[src/hw/rtl/allpass_reverb_section_macros.svh]
// assertion macros shared by the allpass reverb section rtl
// no dependencies; included by the modules that carry assertions
`ifndef ALLPASS_REVERB_SECTION_MACROS_SVH
`define ALLPASS_REVERB_SECTION_MACROS_SVH

// same-cycle implication, disabled while reset is asserted
`define ARV_ASSERT_NOW(label, clk, rst_n, ante, cons, msg) \
  label: assert property (@(posedge clk) disable iff (!rst_n) (ante) |-> (cons)) \
    else $error(msg);

// next-cycle implication, disabled while reset is asserted
`define ARV_ASSERT_NEXT(label, clk, rst_n, ante, cons, msg) \
  label: assert property (@(posedge clk) disable iff (!rst_n) (ante) |=> (cons)) \
    else $error(msg);

`endif

[src/hw/rtl/arv_pkg.sv]
// shared types and constants of the allpass reverb section
// no dependencies; imported by controller, datapath and top level
package arv_pkg;

  // configuration register indexes and data width
  localparam int unsigned CFG_IDX_W  = 2;
  localparam int unsigned CFG_DATA_W = 16;
  localparam logic [CFG_IDX_W-1:0] REG_ENABLE       = 2'd0;
  localparam logic [CFG_IDX_W-1:0] REG_DELAY_LENGTH = 2'd1;
  localparam logic [CFG_IDX_W-1:0] REG_LOOP_GAIN    = 2'd2;

  // register widths and reset values
  localparam int unsigned DLEN_W = 12;
  localparam int unsigned GAIN_W = 16;
  localparam logic [DLEN_W-1:0]        DLEN_RESET = 12'd1440;
  localparam logic signed [GAIN_W-1:0] GAIN_RESET = 16'sd29262;

  // multiplier operand a is 32 bits: holds the gain or 1 - g*g in q.30
  localparam int unsigned MUL_A_W = 32;
  localparam logic [MUL_A_W-1:0] ONE_Q30 = 32'h4000_0000;

  // controller states
  typedef enum logic [2:0] {
    ST_IDLE,
    ST_GP,
    ST_W,
    ST_GX,
    ST_CD,
    ST_OUT
  } arv_state_t;

  // multiplier operand selection
  typedef enum logic [1:0] {
    MUL_G_PREV,
    MUL_G_G,
    MUL_G_X,
    MUL_C_DLY
  } arv_mul_op_t;

  // commands from controller to datapath
  typedef struct packed {
    logic        accept;
    logic        take_read;
    logic        write_w;
    logic        calc_c;
    logic        load_acc;
    logic        mul_en;
    arv_mul_op_t mul_op;
    logic        load_out;
  } arv_cmd_t;

  // status from datapath to controller
  typedef struct packed {
    logic enable;
  } arv_sts_t;

endpackage

[src/hw/rtl/arv_ctrl.sv]
// sequencer of the allpass reverb section: handshakes and step order
// depends on arv_pkg and the assertion macro header
`include "allpass_reverb_section_macros.svh"

module arv_ctrl
  import arv_pkg::*;
(
  input  logic     clk,
  input  logic     rst_n,
  input  logic     in_valid,
  output logic     in_stall,
  output logic     out_valid,
  input  logic     out_stall,
  input  arv_sts_t sts,
  output arv_cmd_t cmd
);

  arv_state_t state_r, state_nxt;
  logic       out_valid_r, out_valid_nxt;
  logic       out_free;

  assign out_free  = !out_valid_r || !out_stall;
  assign in_stall  = (state_r != ST_IDLE);
  assign out_valid = out_valid_r;

  // next state
  always_comb begin
    state_nxt = state_r;
    unique case (state_r)
      ST_IDLE: begin
        if (in_valid) begin
          state_nxt = sts.enable ? ST_GP : ST_OUT;
        end
      end
      ST_GP:  state_nxt = ST_W;
      ST_W:   state_nxt = ST_GX;
      ST_GX:  state_nxt = ST_CD;
      ST_CD:  state_nxt = ST_OUT;
      ST_OUT: begin
        if (out_free) begin
          state_nxt = ST_IDLE;
        end
      end
      default: state_nxt = ST_IDLE;
    endcase
  end

  // datapath commands
  always_comb begin
    cmd        = '0;
    cmd.mul_op = MUL_G_PREV;
    unique case (state_r)
      ST_IDLE: cmd.accept = in_valid;
      ST_GP: begin
        cmd.take_read = 1'b1;
        cmd.mul_en    = 1'b1;
        cmd.mul_op    = MUL_G_PREV;
      end
      ST_W: begin
        cmd.write_w = 1'b1;
        cmd.mul_en  = 1'b1;
        cmd.mul_op  = MUL_G_G;
      end
      ST_GX: begin
        cmd.calc_c = 1'b1;
        cmd.mul_en = 1'b1;
        cmd.mul_op = MUL_G_X;
      end
      ST_CD: begin
        cmd.load_acc = 1'b1;
        cmd.mul_en   = 1'b1;
        cmd.mul_op   = MUL_C_DLY;
      end
      ST_OUT:  cmd.load_out = out_free;
      default: cmd = '0;
    endcase
  end

  // output valid flag
  always_comb begin
    if (cmd.load_out) begin
      out_valid_nxt = 1'b1;
    end else if (out_stall) begin
      out_valid_nxt = out_valid_r;
    end else begin
      out_valid_nxt = 1'b0;
    end
  end

  always_ff @(posedge clk) begin
    if (!rst_n) begin
      state_r     <= ST_IDLE;
      out_valid_r <= 1'b0;
    end else begin
      state_r     <= state_nxt;
      out_valid_r <= out_valid_nxt;
    end
  end

  `ARV_ASSERT_NEXT(a_accept_route, clk, rst_n, in_valid && !in_stall, state_r == ST_GP || state_r == ST_OUT, "accepted sample went to a wrong step")
  `ARV_ASSERT_NOW(a_valid_source, clk, rst_n, $rose(out_valid_r), $past(state_r == ST_OUT), "result shown outside the output step")
  `ARV_ASSERT_NEXT(a_out_leaves, clk, rst_n, state_r == ST_OUT && out_free, state_r == ST_IDLE && out_valid_r, "output step did not hand over its result")

endmodule

[config.mk]
export PLATFORM = sky130hd
export DESIGN_NAME = arv_ctrl
export DESIGN_NICKNAME = d
export VERILOG_FILES = /design/src/hw/rtl/arv_pkg.sv /design/src/hw/rtl/arv_ctrl.sv
export VERILOG_INCLUDE_DIRS = /design/src /design/src/hw/rtl
export SDC_FILE = /design/constraint.sdc
export NUM_CORES = 1
export LEC_CHECK = 0
export ABC_AREA = 1
export BUFFER_PORTS_ARGS = -buffer_cell sky130_fd_sc_hd__buf_2
export CORE_AREA = 2 2 39 41
export CTS_BUF_LIST = sky130_fd_sc_hd__clkbuf_8
export CTS_CLUSTER_SIZE = 30
export DETAILED_ROUTE_END_ITERATION = 8
export DIE_AREA = 0 0 41 43
export SETUP_SLACK_MARGIN = 0.3
export SLEW_MARGIN = 20
export SYNTH_ARGS = -nofsm -noshare
export SYNTH_HDL_FRONTEND = slang
export SYNTH_SLANG_ARGS = --single-unit
[constraint.sdc]
create_clock -name clk -period 1.1 [get_ports clk]
set_clock_uncertainty 0.05 [all_clocks]
set_input_delay 0.22 -clock clk [delete_from_list [all_inputs] [get_ports clk]]
set_output_delay 0.22 -clock clk [all_outputs]
set_load 0.1 [all_outputs]
# [Yosys cells after proc, flatten, opt, wreduce, memory -nomap -nowiden]
# Cells that the tools add are included.
[classes] n_addsub=0 mul=0 n_div=0 n_lt_le_gt_ge=0 n_eq_ne=8 shifts=0 n_mux=13 bitwise=0 reduce_logical=6
[ops] cell="3-bit case mux with 6 select lines" n=1
[ops] cell="3-bit case mux with 4 select lines" n=1
[ops] cell="3-bit 2-to-1 mux" n=3
[ops] cell="1-bit 2-to-1 mux" n=8
[ops] cell="3-bit by 2-bit == test with 1-bit output (second input constant)" n=2
[ops] cell="3-bit == test (second input constant)" n=2
[ops] cell="2-bit inequality test (second input constant)" n=2
[ops] cell="3-bit by 1-bit == test with 1-bit output (second input constant)" n=1
[ops] cell="3-bit zero test" n=1
[ops] cell="3-bit nonzero test" n=1
[ops] cell="1-bit zero test" n=2
[ops] cell="2-bit by 1-bit inequality test with 1-bit output (second input constant)" n=1
[ops] cell="2-bit AND reduction" n=1
[ops] cell="1-bit logical OR" n=1
[word_totals] reg_bits=4 latchBits=0 ramBits=0 mem_bits_ro=0 output_inout_bits=11 wordCells=29 n_memories=0

# [Depth between registers and ports, before layout]
[depth] ltp_word=4 depth_mapped=5 mapped_depth_nobuf=5

# [Worst setup path after synthesis]
# No wires, ideal clock.
[synth_timing] path_kind="register to output" start="reg state_r[1]" end="out cmd[8] (netlist name)" arrival_ps=2572 path_slack_ps=-1742 stages_incl_launch_ff=4 path_cell_list="dfxtp_1 -> nor2_2 -> nand2_1 -> nor2_1"
[synth_rtl] element="start: declaration" line_no="arv_ctrl.sv:18" rtl="arv_state_t state_r, state_nxt;"
[synth_rtl] element="start signal: assignment" line_no="arv_ctrl.sv:95" rtl="state_r <= state_nxt;"
[synth_rtl] element="end: declaration" line_no="arv_ctrl.sv:15" rtl="output arv_cmd_t cmd"

==> summary.md <==
| Metric | Value |
|---|---|
| Maximum VDD drop | `between 1000 and 1500 uV` |
| Initial Utilization | `a little under a fifth` |
| Slowest Stage Delay on Critical Path | `380 ps` |
| Core area | `0.00138 mm^2` |
| Post-synth top cells | `inv_1 (8), nand2_1 (7), nor2_1 (6), dfxtp_1 (4), nor2_2 (4)` |
| Type of origin of the critical path | `flip-flop` |
| RePlAce Congestion | `a little over 0.7` |
| Switching share of power | `48.4%` |
| CP cell instances | `nor2_4, nand2_4, inv_12, nor2_4, clkinvlp_4, buf_12` |
| Crit Path Category | `flip-flop to primary output` |
| H-tree levels | `1` |
| Cell Area, Placed | `approximately 720 um^2` |
| Area fraction of the dominant cell type after synthesis | `between 30% and 40%` |
| Warnings, synthesis | `0` |
| Leak | `0.000369 uW` |
| Worst path bufs/invs | `3` |
| IO Port Bufs | `15` |
| Cell taking the most area after synthesis | `dfxtp_1` |
| Clock slew at reported path FFs | `30 ps` |
| Predominant post-synthesis flop cell | `dfxtp_1` |
| Worst min path class | `input pin to flip-flop` |
| Io pins | `16` |
| Cell internal pwr | `about 920 uW` |
| Post-layout min period | `roughly 1500 ps` |
| Worst Path Required | `around 830 ps` |
| Layout Nets | `80` |
| Die Area | `0.00176 mm^2` |
| Count of final max-slew check failures | `0` |
| Critical path's most frequent cell | `nor2_4` |
| Layout cells sized above 1 | `just under 80%` |
| Top post-synthesis cells by area | `dfxtp_1 (31%), inv_1 (12%), nand2_1 (10%)` |
| Top Family by Delay on Critical Path | `flip-flops` |
| WL final | `762 um` |
| Post-synthesis area per instance | `between 6 and 7 um^2` |
| Vias/cell | `3.92` |
| CP max stage cell | `dfxtp_4` |
| CTS tree | `done` |
| Final Cycle Share | `138%` |
| Pin count of the biggest net entering global routing | `7` |
| Cells after Synth | `42` |
| Comb pwr share | `70.8%` |
| Initial antenna violation count | `0` |
| Number of global-route vias before repair | `around 370` |
| Failing checks | `negative setup slack` |
| Post-synth cell types | `12` |
| CTS buffer count | `3` |
| ANT cells | `0` |
| Routed wire per std cell | `8.47 um` |
| GRT Total Usage | `a little under an eighth` |
| PD cells | `between 2000 and 2500 mW/mm^2` |
| Wl on met1 | `roughly 280 um` |
| Tightest Pin Transition | `160 ps` |
| Met2 wire length | `between 400 and 500 um` |
| Post-synth EDFFs | `0` |
| CP max FO | `6` |
| Dpl hpwl | `669 um` |
| Top Layer Used | `met3` |
| CTS sink count | `4` |
| Status | `finished with violations` |
| Register area share after synthesis | `between 30% and 40%` |
| Sequential share of power | `a little under an eighth` |
| Fmax | `659 MHz` |
| Mapped Area | `256 um^2` |
| Hold Vio Cnt, Final | `0` |
| Max-cap violation count | `0` |
| Finish-stage setup viols | `12` |
| Remaining antenna violation count | `0` |
| Syn-to-layout area delta | `225%` |
| Die Y-Extent | `~43 um` |
| Clock share of power | `approximately 17%` |
| DRC Markers | `0` |
| Ys async rst share | `0%` |
| Clk buf depth | `2` |
| Most numerous cell in the Yosys netlist | `inv_1` |
| Net Count, Synth | `47` |
| DP Cell Count | `approximately 80` |
| Final WS setup | `-417 ps` |
| 1st-iter DRT viols | `2` |
| Die W | `41 um` |
| CP arrival | `about 1300 ps` |
| Initial DRT Pass Iterations | `4` |
| CP Capture Type | `primary output` |
| Fin cells | `90` |
| DR WL met3 | `between 40 and 50 um` |
| Global-route wire length before repair | `approximately 1400 um` |
| GR Overflow Total | `0` |
| Max-slew headroom | `about nine tenths` |
| Final Instance Area | `~830 um^2` |
| Clk Latency, worst-skew pair | `around 210 ps` |
| Fillers | `approximately 110` |
| Root buf cell | `clkbuf_8` |
| NetSw | `between 800 and 900 uW` |
| Register bit total from synthesis | `4` |
| RSZ-0062 raised after global routing | `yes` |
| Site Rows | `14` |
| Vias | `~350` |
==> through the flow <==
stage               TNS, ps  utilization, %  worst slack [ps]  power [uW]  hold slack, ps
finish                -3680            60.2              -417        1780             208
global route          -4300            60.2              -481        1850             212
CTS                   -3810            60.2              -430        1790             204
detailed placement    -1420            52.4              -273        1390             420
global placement      -1310            52.4              -235        1380             420
floorplan             -1820               -              -425         943             289
==> flip-flops by register name, summed over array words and instances (netlist names) <==
name,flops
state_r,3
out_valid,1
==> power groups by stage <==
stage          Sequential, uW  Combinational [uW]  Clock [uW]
4_1_cts                   211                1270         312
3_3_place_gp              215                1170           0
3_5_place_dp              215                1180           0
2_1_floorplan             223                 720           0
5_1_grt                   214                1310         323
6_report                  211                1260         308
==> layout make-up <==
cell class / count / area, um^2 / area share (%)
clock buffer: 3 / 41.3 / 4.95
multi-input combinational: 26 / 213 / 25.5
tap: 16 / 20.0 / 2.40
inverter: 11 / 78.8 / 9.46
sequential: 4 / 95.1 / 11.4
clock inverter: 1 / 3.75 / 0.450
timing repair buffer: 29 / 382 / 45.8
==> per-layer routing <==
layer / vias to the layer above / GRT usage (%)
met4: 0 / 2.00
met1: 150 / 14.5
li1: 190 / -
met3: 0 / 4.71
met2: 13 / 19.1
met5: - / 0
==> kinds of logic after synthesis <==
group	Yosys count	synth area share (%)
compound gates	5	11.2
simple gates	21	38.5
flops	4	31.2
buf+inv	12	19.0
==> worst min-delay path: cells and delay by family <==
family / cells / cell delay, ps
AOI/OAI and AO/OA: 1 / 60
and+or+nand+nor: 1 / 30
buffers and inverters: 1 / 120
==> cell usage in the layout (no fill, tap or decap), types with 3 or more instances in the layout <==
| cell type | n |
|---|---|
| nor2_4 | 4 |
| clkbuf_8 | 3 |
| buf_4 | 9 |
| buf_6 | 3 |
| buf_12 | 13 |
| buf_2 | 4 |
| nor2_1 | 4 |
| dfxtp_4 | 4 |
| inv_1 | 6 |
==> path summary, 6_finish.rpt <==
kind	from	to	slack, ps	depth (start not counted)
max reg2reg	state_r[1]	state_r[2]	-170	7
min reg2reg	out_valid	out_valid	470	2
min	rst_n	state_r[0]	210	3
max	state_r[0]	cmd[2]	-420	6
==> what timing repair did <==
item,CTS,global route
pin swaps,6,1
hold buffers,0,0
buffers inserted,4,0
endpoints found under the setup margin,15,15
gates resized for setup,6,0
Power figures use the tool's default switching activity.
